`config.mk`:
```
export PLATFORM = sky130hd
export DESIGN_NAME = sha256_byte_stream_hasher
export DESIGN_NICKNAME = d
export VERILOG_FILES = /design/src/rtl/sha_pkg.sv /design/src/rtl/sha256_byte_stream_hasher.sv /design/src/rtl/sha_queue.sv /design/src/rtl/sha_core.sv
export SDC_FILE = /design/constraint.sdc
export NUM_CORES = 2
export LEC_CHECK = 0
export BUFFER_PORTS_ARGS = -buffer_cell sky130_fd_sc_hd__buf_2
export CORE_MARGIN = 8
export CORE_UTILIZATION = 50
export DETAILED_ROUTE_END_ITERATION = 6
export PLACE_DENSITY = 0.68
export SKIP_CTS_REPAIR_TIMING = 1
export SYNTH_ARGS = -nofsm -noshare
export SYNTH_HDL_FRONTEND = slang
export SYNTH_SLANG_ARGS = --single-unit
```
`constraint.sdc`:
```
create_clock -name clk_i -period 17.7 [get_ports clk_i]
set_clock_uncertainty 0.1 [all_clocks]
set_input_delay 2.655 -clock clk_i [delete_from_list [all_inputs] [get_ports clk_i]]
set_output_delay 2.655 -clock clk_i [all_outputs]
set_load 0.05 [all_outputs]
```
`src/rtl/sha_pkg.sv`:
```
// ----------------------------------------------------------------------------
// sha_pkg
// Shared types, round constants and the rotate and schedule functions of the
// SHA-256 hasher.
// ----------------------------------------------------------------------------
package sha_pkg;

  localparam int unsigned QueueDepth = 4;

  typedef struct packed {
    logic       action;
    logic [7:0] data_byte;
  } item_t;

  typedef enum logic [2:0] {
    ST_IDLE,
    ST_PAD,
    ST_ROUND,
    ST_ADD,
    ST_EMIT
  } back_state_e;

  localparam logic [31:0] InitHash [8] = '{
    32'h6a09e667, 32'hbb67ae85, 32'h3c6ef372, 32'ha54ff53a,
    32'h510e527f, 32'h9b05688c, 32'h1f83d9ab, 32'h5be0cd19
  };

  localparam logic [31:0] RoundK [64] = '{
    32'h428a2f98, 32'h71374491, 32'hb5c0fbcf, 32'he9b5dba5,
    32'h3956c25b, 32'h59f111f1, 32'h923f82a4, 32'hab1c5ed5,
    32'hd807aa98, 32'h12835b01, 32'h243185be, 32'h550c7dc3,
    32'h72be5d74, 32'h80deb1fe, 32'h9bdc06a7, 32'hc19bf174,
    32'he49b69c1, 32'hefbe4786, 32'h0fc19dc6, 32'h240ca1cc,
    32'h2de92c6f, 32'h4a7484aa, 32'h5cb0a9dc, 32'h76f988da,
    32'h983e5152, 32'ha831c66d, 32'hb00327c8, 32'hbf597fc7,
    32'hc6e00bf3, 32'hd5a79147, 32'h06ca6351, 32'h14292967,
    32'h27b70a85, 32'h2e1b2138, 32'h4d2c6dfc, 32'h53380d13,
    32'h650a7354, 32'h766a0abb, 32'h81c2c92e, 32'h92722c85,
    32'ha2bfe8a1, 32'ha81a664b, 32'hc24b8b70, 32'hc76c51a3,
    32'hd192e819, 32'hd6990624, 32'hf40e3585, 32'h106aa070,
    32'h19a4c116, 32'h1e376c08, 32'h2748774c, 32'h34b0bcb5,
    32'h391c0cb3, 32'h4ed8aa4a, 32'h5b9cca4f, 32'h682e6ff3,
    32'h748f82ee, 32'h78a5636f, 32'h84c87814, 32'h8cc70208,
    32'h90befffa, 32'ha4506ceb, 32'hbef9a3f7, 32'hc67178f2
  };

  localparam logic [7:0] PadByte  = 8'h80;
  localparam logic [5:0] LenStart = 6'd56;

  function automatic logic [31:0] rotr(input logic [31:0] v, input int unsigned n);
    rotr = (v >> n) | (v << (32 - n));
  endfunction

  function automatic logic [31:0] sched_next(input logic [31:0] w [16]);
    logic [31:0] s0;
    logic [31:0] s1;
    s0 = rotr(w[1], 7) ^ rotr(w[1], 18) ^ (w[1] >> 3);
    s1 = rotr(w[14], 17) ^ rotr(w[14], 19) ^ (w[14] >> 10);
    sched_next = w[0] + s0 + w[9] + s1;
  endfunction

endpackage

```
`src/rtl/sha256_byte_stream_hasher.sv`:
```
// ----------------------------------------------------------------------------
// sha256_byte_stream_hasher
// SHA-256 over a byte stream with a queued intake and a round-serial core.
// ----------------------------------------------------------------------------
// Input channel (in_valid_i/in_ready_o): one beat per item; action 0 absorbs
// data_byte_i, action 1 pads the message and requests the digest.
// Output channel (out_valid_o/out_ready_i): eight beats per finish, word 0
// first, last_word_o on word 7.
// Each absorbed byte is written into the block; every 64th byte also runs
// 64 rounds on the single round unit plus an add step. A finish pads byte
// by byte, runs one or two compressions, then hands out the digest words
// at one per cycle while out_ready_i is high.
// A four-entry queue keeps taking beats while the core compresses or while
// the receiver stalls; in_ready_o drops only when the queue is full.
// Reset restores the initial hash values and clears the byte and bit counts.
// ----------------------------------------------------------------------------
module sha256_byte_stream_hasher (
  input  logic        clk_i,
  input  logic        rst_ni,
  input  logic        in_valid_i,
  output logic        in_ready_o,
  input  logic        action_i,
  input  logic [7:0]  data_byte_i,
  output logic        out_valid_o,
  input  logic        out_ready_i,
  output logic [31:0] digest_word_o,
  output logic [2:0]  word_index_o,
  output logic        last_word_o
);
  import sha_pkg::*;

  item_t in_item, q_item;
  logic  q_full, q_empty, q_pop;

  assign in_item    = '{action: action_i, data_byte: data_byte_i};
  assign in_ready_o = !q_full;

  sha_queue u_queue (
    .clk_i,
    .rst_ni,
    .push_i      (in_valid_i),
    .push_item_i (in_item),
    .full_o      (q_full),
    .pop_i       (q_pop),
    .pop_item_o  (q_item),
    .empty_o     (q_empty)
  );

  sha_core u_core (
    .clk_i,
    .rst_ni,
    .item_valid_i (!q_empty),
    .item_i       (q_item),
    .item_pop_o   (q_pop),
    .out_valid_o,
    .out_ready_i,
    .digest_word_o,
    .word_index_o,
    .last_word_o
  );

endmodule

```
`src/rtl/sha_queue.sv`:
```
// ----------------------------------------------------------------------------
// sha_queue
// Short item queue between the intake front and the compression back end.
// ----------------------------------------------------------------------------
module sha_queue (
  input  logic           clk_i,
  input  logic           rst_ni,
  input  logic           push_i,
  input  sha_pkg::item_t push_item_i,
  output logic           full_o,
  input  logic           pop_i,
  output sha_pkg::item_t pop_item_o,
  output logic           empty_o
);
  import sha_pkg::*;

  localparam int unsigned Aw = $clog2(QueueDepth);

  item_t       mem_q [QueueDepth];
  logic [Aw-1:0] wr_q, rd_q;
  logic [Aw:0]   cnt_q;

  assign full_o     = (cnt_q == (Aw+1)'(QueueDepth));
  assign empty_o    = (cnt_q == '0);
  assign pop_item_o = mem_q[rd_q];

  always_ff @(posedge clk_i) begin
    if (push_i && !full_o) begin
      mem_q[wr_q] <= push_item_i;
    end
  end

  always_ff @(posedge clk_i or negedge rst_ni) begin
    if (!rst_ni) begin
      wr_q  <= '0;
      rd_q  <= '0;
      cnt_q <= '0;
    end else begin
      if (push_i && !full_o) wr_q <= wr_q + 1'b1;
      if (pop_i && !empty_o) rd_q <= rd_q + 1'b1;
      cnt_q <= cnt_q + (Aw+1)'(push_i && !full_o) - (Aw+1)'(pop_i && !empty_o);
    end
  end

`ifndef SYNTHESIS
  a_no_overflow: assert property (@(posedge clk_i) disable iff (!rst_ni)
    full_o |=> (cnt_q <= (Aw+1)'(QueueDepth)))
    else $error("queue count overflow");
  a_ptr_gap: assert property (@(posedge clk_i) disable iff (!rst_ni)
    (cnt_q[Aw-1:0] == wr_q - rd_q))
    else $error("queue pointers disagree with count");
  a_empty_pop: assert property (@(posedge clk_i) disable iff (!rst_ni)
    (empty_o && pop_i && !push_i) |=> empty_o)
    else $error("pop from empty queue moved state");
`endif

endmodule

```
`src/rtl/sha_core.sv`:
```
// ----------------------------------------------------------------------------
// sha_core
// Back end: fills the block, pads on finish, runs one round per cycle and
// hands out the eight digest words.
// ----------------------------------------------------------------------------
module sha_core (
  input  logic           clk_i,
  input  logic           rst_ni,
  input  logic           item_valid_i,
  input  sha_pkg::item_t item_i,
  output logic           item_pop_o,
  output logic           out_valid_o,
  input  logic           out_ready_i,
  output logic [31:0]    digest_word_o,
  output logic [2:0]     word_index_o,
  output logic           last_word_o
);
  import sha_pkg::*;

  back_state_e state_q, state_d;
  logic [31:0] w_q [16];
  logic [31:0] h_q [8];
  logic [31:0] s_q [8];
  logic [5:0]  fill_q;
  logic [63:0] bits_q;
  logic [63:0] len_q;
  logic [5:0]  rnd_q;
  logic [2:0]  widx_q;
  logic        fin_q;
  logic        pad_first_q;
  logic        pad_active_q;
  logic        len_here_q;

  logic        put;
  logic [7:0]  put_byte;
  logic [7:0]  pad_byte;
  logic [31:0] t1, t2;

  always_comb begin
    if (pad_first_q) pad_byte = PadByte;
    else if (len_here_q && fill_q >= LenStart) begin
      pad_byte = len_q[8'(63 - 8*int'(fill_q[2:0])) -: 8];
    end else pad_byte = '0;
  end

  always_comb begin
    t1 = s_q[7] + (rotr(s_q[4], 6) ^ rotr(s_q[4], 11) ^ rotr(s_q[4], 25))
       + ((s_q[4] & s_q[5]) ^ (~s_q[4] & s_q[6])) + RoundK[rnd_q] + w_q[0];
    t2 = (rotr(s_q[0], 2) ^ rotr(s_q[0], 13) ^ rotr(s_q[0], 22))
       + ((s_q[0] & s_q[1]) ^ (s_q[0] & s_q[2]) ^ (s_q[1] & s_q[2]));
  end

  always_comb begin
    state_d    = state_q;
    item_pop_o = 1'b0;
    put        = 1'b0;
    put_byte   = item_i.data_byte;
    case (state_q)
      ST_IDLE: begin
        if (item_valid_i) begin
          item_pop_o = 1'b1;
          if (item_i.action) begin
            state_d = ST_PAD;
          end else begin
            put = 1'b1;
            if (fill_q == 6'd63) state_d = ST_ROUND;
          end
        end
      end
      ST_PAD: begin
        put      = 1'b1;
        put_byte = pad_byte;
        if (fill_q == 6'd63) state_d = ST_ROUND;
      end
      ST_ROUND: if (rnd_q == 6'd63) state_d = ST_ADD;
      ST_ADD: begin
        if (fin_q) state_d = ST_EMIT;
        else if (pad_active_q) state_d = ST_PAD;
        else state_d = ST_IDLE;
      end
      ST_EMIT:  if (out_ready_i && widx_q == 3'd7) state_d = ST_IDLE;
      default:  state_d = ST_IDLE;
    endcase
  end

  assign out_valid_o   = (state_q == ST_EMIT);
  assign digest_word_o = h_q[widx_q];
  assign word_index_o  = widx_q;
  assign last_word_o   = (widx_q == 3'd7);

  always_ff @(posedge clk_i) begin
    if (put) begin
      w_q[fill_q[5:2]] <= {w_q[fill_q[5:2]][23:0], put_byte};
    end
    if (state_q == ST_ROUND) begin
      for (int i = 0; i < 15; i++) w_q[i] <= w_q[i+1];
      w_q[15] <= sched_next(w_q);
    end
  end

  always_ff @(posedge clk_i or negedge rst_ni) begin
    if (!rst_ni) begin
      state_q      <= ST_IDLE;
      h_q          <= InitHash;
      s_q          <= InitHash;
      fill_q       <= '0;
      bits_q       <= '0;
      len_q        <= '0;
      rnd_q        <= '0;
      widx_q       <= '0;
      fin_q        <= 1'b0;
      pad_first_q  <= 1'b0;
      pad_active_q <= 1'b0;
      len_here_q   <= 1'b0;
    end else begin
      state_q <= state_d;
      if (state_q == ST_IDLE && item_valid_i && item_i.action) begin
        len_q        <= bits_q;
        pad_first_q  <= 1'b1;
        pad_active_q <= 1'b1;
        len_here_q   <= (fill_q < LenStart);
      end
      if (state_q == ST_IDLE && item_valid_i && !item_i.action) bits_q <= bits_q + 64'd8;
      if (put) begin
        fill_q <= fill_q + 1'b1;
        if (state_q == ST_PAD) pad_first_q <= 1'b0;
        if (state_q == ST_PAD && fill_q == 6'd63) begin
          if (len_here_q) fin_q <= 1'b1;
          else len_here_q <= 1'b1;
        end
        if (fill_q == 6'd63) s_q <= h_q;
      end
      if (state_q == ST_ROUND) begin
        rnd_q  <= rnd_q + 1'b1;
        s_q[0] <= t1 + t2;
        s_q[1] <= s_q[0];
        s_q[2] <= s_q[1];
        s_q[3] <= s_q[2];
        s_q[4] <= s_q[3] + t1;
        s_q[5] <= s_q[4];
        s_q[6] <= s_q[5];
        s_q[7] <= s_q[6];
      end
      if (state_q == ST_ADD) begin
        for (int i = 0; i < 8; i++) h_q[i] <= h_q[i] + s_q[i];
        if (fin_q) pad_active_q <= 1'b0;
      end
      if (state_q == ST_EMIT && out_ready_i) begin
        widx_q <= widx_q + 1'b1;
        if (widx_q == 3'd7) begin
          h_q    <= InitHash;
          fin_q  <= 1'b0;
          bits_q <= '0;
          fill_q <= '0;
        end
      end
    end
  end

`ifndef SYNTHESIS
  a_emit_stall: assert property (@(posedge clk_i) disable iff (!rst_ni)
    (out_valid_o && !out_ready_i) |=> (out_valid_o && $stable(widx_q)))
    else $error("digest word moved under stall");
  a_round_fill: assert property (@(posedge clk_i) disable iff (!rst_ni)
    (state_q == ST_ROUND) |-> (fill_q == '0))
    else $error("block not full during rounds");
  a_emit_done: assert property (@(posedge clk_i) disable iff (!rst_ni)
    (out_valid_o && out_ready_i && last_word_o) |=> (bits_q == '0))
    else $error("counter not cleared after digest");
`endif

endmodule
```
After elaboration in Yosys (flattened, before gate mapping):

Memory sizes are Yosys's and may differ from the RTL's.
Index checks and enable logic that the tools add are counted.

* register bits after elaboration: 1181
* latch bits: 0
* bits in writable memories: 36
* bits in read-only memories: 2048
* input port bits: 13
* output and inout bits: 38
* logic and storage cells: 199
* memories: 2

* add/sub/neg operators: 27
* multiply operators: 0
* divide/modulo/power cells: 0
* magnitude comparators: 6
* equal/unequal tests: 11
* shifts and indexed selects: 1
* multiplexer cells: 58
* bitwise gates (word level): 30
* reduce and logical (&&, ||, !) cells: 19

Memories
* (no name shown): depth 64, bits a word 32, read ports 1, clocked after Yosys merged registers in 0, wr ports 0, RTL line sha_core.sv:48 `+ ((s_q[4] & s_q[5]) ^ (~s_q[4] & s_q[6])) + RoundK[rnd_q] + w_q[0];`
* u_queue.mem_q: depth 4, bits a word 9, read ports 1, clocked after Yosys merged registers in 0, wr ports 1, RTL line sha_queue.sv:19 `item_t mem_q [QueueDepth];`

Operators by type and width (number)
* 256-bit two-way mux: 6
* 512-bit two-way mux: 2
* 32-bit adder: 18
* 512-bit bitwise mux: 1
* 32-bit bitwise XOR: 9
* 64-bit two-way mux: 3
* 32-bit bitwise AND: 5
* 32-bit two-way mux: 5
* 32-bit binary-select mux with 4-bit select: 1
* 32-bit demux with 4-bit select: 1
* 32-bit binary-select mux with 3-bit select: 1
* 71-bit by 8-bit variable part select with 8-bit output: 1
* 64-bit by 4-bit adder with 64-bit output, second input constant: 1
* 24-bit two-way mux: 2
* 32-bit NOT: 1
* 10-bit by 32-bit OR with 32-bit output: 1
* 13-bit by 32-bit OR with 32-bit output: 1
* 14-bit by 32-bit OR with 32-bit output: 1
* 15-bit by 32-bit OR with 32-bit output: 1
* 19-bit by 32-bit OR with 32-bit output: 1
* 21-bit by 32-bit OR with 32-bit output: 1
* 25-bit by 32-bit OR with 32-bit output: 1
* 26-bit by 32-bit OR with 32-bit output: 1
* 30-bit by 32-bit OR with 32-bit output: 1
* 36 further kinds: 86

Depth between registers and ports, before layout:

* word-level depth: 9
* mapped depth: 39
* depth with buffers taken out: 37

Modules after synthesis:

From an unflattened synthesis, not the netlist that was laid out.

* cells, all modules: 8287
* area total of the unflattened synthesis: 83343.7 µm²

Modules (own cells, without submodules)
* sha_core: times used 1, cells an instance 8197, area an instance 81567.0 µm², sequential area each 32130.8 µm²
* sha_queue: times used 1, cells an instance 88, area an instance 1769.2 µm², sequential area each 1256.2 µm²
* sha256_byte_stream_hasher: times used 1, cells an instance 2, area an instance 7.5 µm², sequential area each 0.0 µm²

Least setup slack after synthesis:

Ideal clock, no wire load.

* path kind: register to register
* start: register u_core.rnd_q[0]
* end: register u_core.s_q[250] in the netlist's numbering
* library setup time: 0.078 ns
* arrival time: 8.218 ns
* data required time: 17.522 ns
* path slack: 9.304 ns
* cell stages (with the launch flop): 35
* buffers on the path: 2
* period minus slack after synthesis: 8.396 ns
* cell sequence: dfrtp_1 > clkbuf_1 > clkinv_1 > ha_1 > nand2b_1 > clkbuf_1 > nor3b_1 > a31oi_1 > mux4_2 > fa_1 > inv_1 > fa_1 > inv_1 > fa_1 > inv_1 > ha_1 > a21o_1 > a221oi_1 > o21ai_0 > a21oi_1 > o21bai_1 > a21oi_1 > xnor2_1 > fa_1 > ha_1 > and2_1 > o31ai_1 > a21oi_1 > a211oi_1 > o21ai_1 > a2111oi_0 > nor2_1 > o21ai_0 > mux2_2 > a21oi_1

* cells in the longest elaborated chain, start to end: 8

RTL lines
* start, declared: RTL line sha_core.sv:27 `logic [5:0] rnd_q;`
* start signal, assigned: RTL line sha_core.sv:134 `rnd_q <= rnd_q + 1'b1;`
* 6-bit NOT with 7-bit output (implied by the code): RTL line sha_core.sv:48
* memory 64 x 32 bit
* 32-bit two-way mux (implied by the code) (2 in a row): RTL line sha_core.sv:48
* 32-bit adder (2 in a row): RTL line sha_core.sv:48
* 32-bit adder: RTL line sha_core.sv:135 `s_q[0] <= t1 + t2;`
* 256-bit two-way mux: RTL line sha_core.sv:133 `if (state_q == ST_ROUND) begin`
* end signal, assigned: RTL line sha_core.sv:105 `s_q <= InitHash;`
* end signal, assigned: RTL line sha_core.sv:131 `if (fill_q == 6'd63) s_q <= h_q;`
* end, declared: RTL line sha_core.sv:23 `logic [31:0] s_q [8];`

Every way passes these cells. The select of a mux whose other input is x is not followed.
A chain may end at the register's enable or synchronous reset.

Worst setup path after layout:

* start: register u_core.rnd_q[1]
* end: register u_core.s_q[255] in the netlist's numbering

The elaborated chain is that of the path after synthesis.

==> results.sh <==
export IMPL_hold_depth=1
export IMPL_grt_max_degree=218
export IMPL_crit_arrival_ps=10980
export IMPL_cp_end_kind="flop"
export IMPL_cts_made_buffers=141
export IMPL_syn_avg_cell_area_um2=10.15
export IMPL_syn2layout_area_growth_pct=8.059
export IMPL_syn_nets=8773
export IMPL_cts_tree="done"
export IMPL_rrSetupSlack_ps=7280
export IMPL_synthCells=8160
export IMPL_fp_dieW_um=423.1
export IMPL_synth_warning_count=0
export IMPL_ys_flop_type="edfxtp_1"
export IMPL_htreeDepth=4
export IMPL_crit_fanout=20
export IMPL_cpPeakStageDelay_ps=800
export IMPL_async_flop_share_pct=54.75
export IMPL_cts_sinks=1211
export IMPL_routed_via_density=6.547
export IMPL_r2r_cells=31
export IMPL_rsz0062_at_grt="false"
export IMPL_grt_usage_pct=30.45
export IMPL_max_slew_margin_pct=13.36
export IMPL_clockBufferDepth=3
export IMPL_rows=149
export IMPL_tns_ps=0
export IMPL_cap_violations=0
export IMPL_grt_pass1_vias=63800
export IMPL_drc=0
export IMPL_wl_per_cell_um=27.58
export IMPL_io_pins=51
export IMPL_dieHeight_um=423.1
export IMPL_grt_pass1_wl_mm=420.9
export IMPL_path_class="reg -> reg"
export IMPL_hold_class="reg -> reg"
export IMPL_finalSetupViolCount=0
export IMPL_core_area_um2=164800
export IMPL_nNetsFinal=8524
export IMPL_drt_pre_antenna_iters=6
export IMPL_num_vias=66890
export IMPL_finalHoldViolations=0
export IMPL_drv_slew=0
export IMPL_ys_seq_area_share_pct=40.30
export IMPL_start_util_pct=50.27
export IMPL_dpl_hpwl_mm=198.8
export IMPL_ys_types=86
export IMPL_crit_path_start_kind="flop"
export IMPL_synth_enable_flop_cells=548
export IMPL_critPathSlowestCell="dfrtp_1"
export IMPL_antenna_found_initial=3
export IMPL_place_inst=9957
export IMPL_wl_mm=281.7
export IMPL_ys_ff_latch=1211
export IMPL_clk_insertion_delay_late_ps=820
export IMPL_syn_area_um2=82850
export IMPL_status="complete, no violations"
export IMPL_finalCritPeriodShare_pct=58.87
export IMPL_grt_overflow=0
export IMPL_final_antenna_net_count=0
export IMPL_die_area_um2=179000
export IMPL_drt_iter0_markers=7726
export IMPL_io_buffers=50
export IMPL_instances_no_fill=10220
export IMPL_path_clk_slew_ps=60
export IMPL_drive_gt1_share_pct=13.01
export IMPL_max_clock_freq_ghz=0.09597
export IMPL_tightest_slew_ps=1291
export IMPL_place_congestion=0.9880
export IMPL_cts_root_buffer="clkbuf_16"
export IMPL_worst_endpoint_required_ps=18260
export IMPL_fin_crit_ps=10420
layout make-up:
| cell class | count | area (µm²) |
|---|---|---|
| fillers | 14380 | 75280 |
| multi-input cells | 6098 | 46550 |
| flip-flops and latches | 1211 | 33410 |
| clock buffers | 207 | 3999 |
| well taps | 2189 | 2739 |
| inverters | 309 | 1160 |
| repair buffers | 150 | 1074 |
| clock inverters | 50 | 588.1 |
| diodes | 2 | 5.005 |
cell families after synthesis:
group / after synthesis / synth area share (%)
and+or+nand+nor: 2170 / 11.45
xor gates and xnor gates: 598 / 6.322
buffers and inverters: 851 / 3.906
DFF: 1211 / 40.30
adders and majority gates: 623 / 11.12
AOI/OAI and AO/OA: 2334 / 19.01
muxes: 373 / 7.894
placed cells by master (no fill, tap or decap), types with 62 or more instances in the layout:
master	instances
buf_4	95
nand3_1	144
a211oi_1	67
clkbuf_16	143
dfstp_2	272
mux4_2	214
nor3_1	87
inv_1	307
nand2_1	1003
nor2_1	552
a22o_1	487
ha_1	404
xor2_1	201
o211ai_1	110
edfxtp_1	548
a21o_1	152
nand2b_1	62
fa_1	196
a31oi_1	269
dfrtp_1	381
o21ai_0	377
xnor2_1	397
mux2_2	103
a21oi_1	505
final timing paths:
| path | startpoint | end |
|---|---|---|
| hold reg to reg | u_core.fin_q | u_core.pad_active_q |
| setup reg to reg | u_core.rnd_q[1] | u_core.s_q[255] |
| min in group asynchronous | rst_ni | u_core.rnd_q[1] |
| hold / removal | u_core.fin_q | u_core.pad_active_q |
| setup / recovery | u_core.rnd_q[1] | u_core.s_q[255] |
| max in group asynchronous | rst_ni | u_core.fill_q[3] |
state kept, by name, indices dropped and copies added, names as in the netlist:
signal               count
u_core.h_q             256
u_core.state_q           3
u_core.word_index_o      3
u_core.pad_active_q      1
u_core.pad_first_q       1
u_core.s_q             256
u_core.fill_q            6
u_queue.rd_q             2
u_core.len_here_q        1
u_queue.mem_q           36
u_core.bits_q           61
u_core.w_q             512
u_queue.cnt_q            3
u_core.len_q            61
u_core.fin_q             1
u_core.rnd_q             6
u_queue.wr_q             2
synthesized netlist by cell type (110+ instances only):
master | count | share of area [%]
o21ai_0 | 393 | 2.4
nor2_1 | 562 | 2.5
nand3_1 | 145 | 0.88
mux4_2 | 214 | 5.8
xnor2_1 | 397 | 4.2
ha_1 | 404 | 6.1
o211ai_1 | 110 | 1.0
nand2_1 | 1006 | 4.6
fa_1 | 196 | 4.7
xor2_1 | 201 | 2.1
a22o_1 | 487 | 5.1
a21oi_1 | 505 | 3.1
a21o_1 | 152 | 1.4
inv_1 | 307 | 1.4
a31oi_1 | 269 | 2.0
dfrtp_1 | 391 | 12
edfxtp_1 | 548 | 20
dfstp_2 | 272 | 8.6
clkbuf_1 | 449 | 2.0
per-layer routing:
| layer | GRT usage [%] | vias up | share of wire (%) |
|---|---|---|---|
| met1 | 41.07 | 33580 | 41 |
| met2 | 47.74 | 3185 | 46 |
| met5 | 0 | - | 0 |
| met3 | 6.218 | 676 | 8.5 |
| met4 | 13.36 | 0 | 5.2 |
| li1 | - | 29450 | - |
stage by stage:
stage          setup slack [ps]  hold slack [ps]  utilization, %  cell area (µm²)
6_report                   7281            371.9           54.32            89520
5_1_grt                    6564            376.4           54.32            89520
3_3_place_gp               7501            348.1           51.53            84930
2_1_floorplan              9304            340.4               -            82850
4_1_cts                    7452            369.0           54.32            89520
3_5_place_dp               7505            371.1           51.53            84930
worst max-delay path: cells and delay by family (launching register included):
kind	cells	cell delay, ps
simple gates	6	1130
fa+ha+maj	7	3320
flops	1	800
buf+inv	3	620
xor+xnor	3	620
compound gates	12	3690
Power is left out: the tool's default activity adds up to more than one toggle a clock period on the data nets, which glitch-free logic cannot reach.
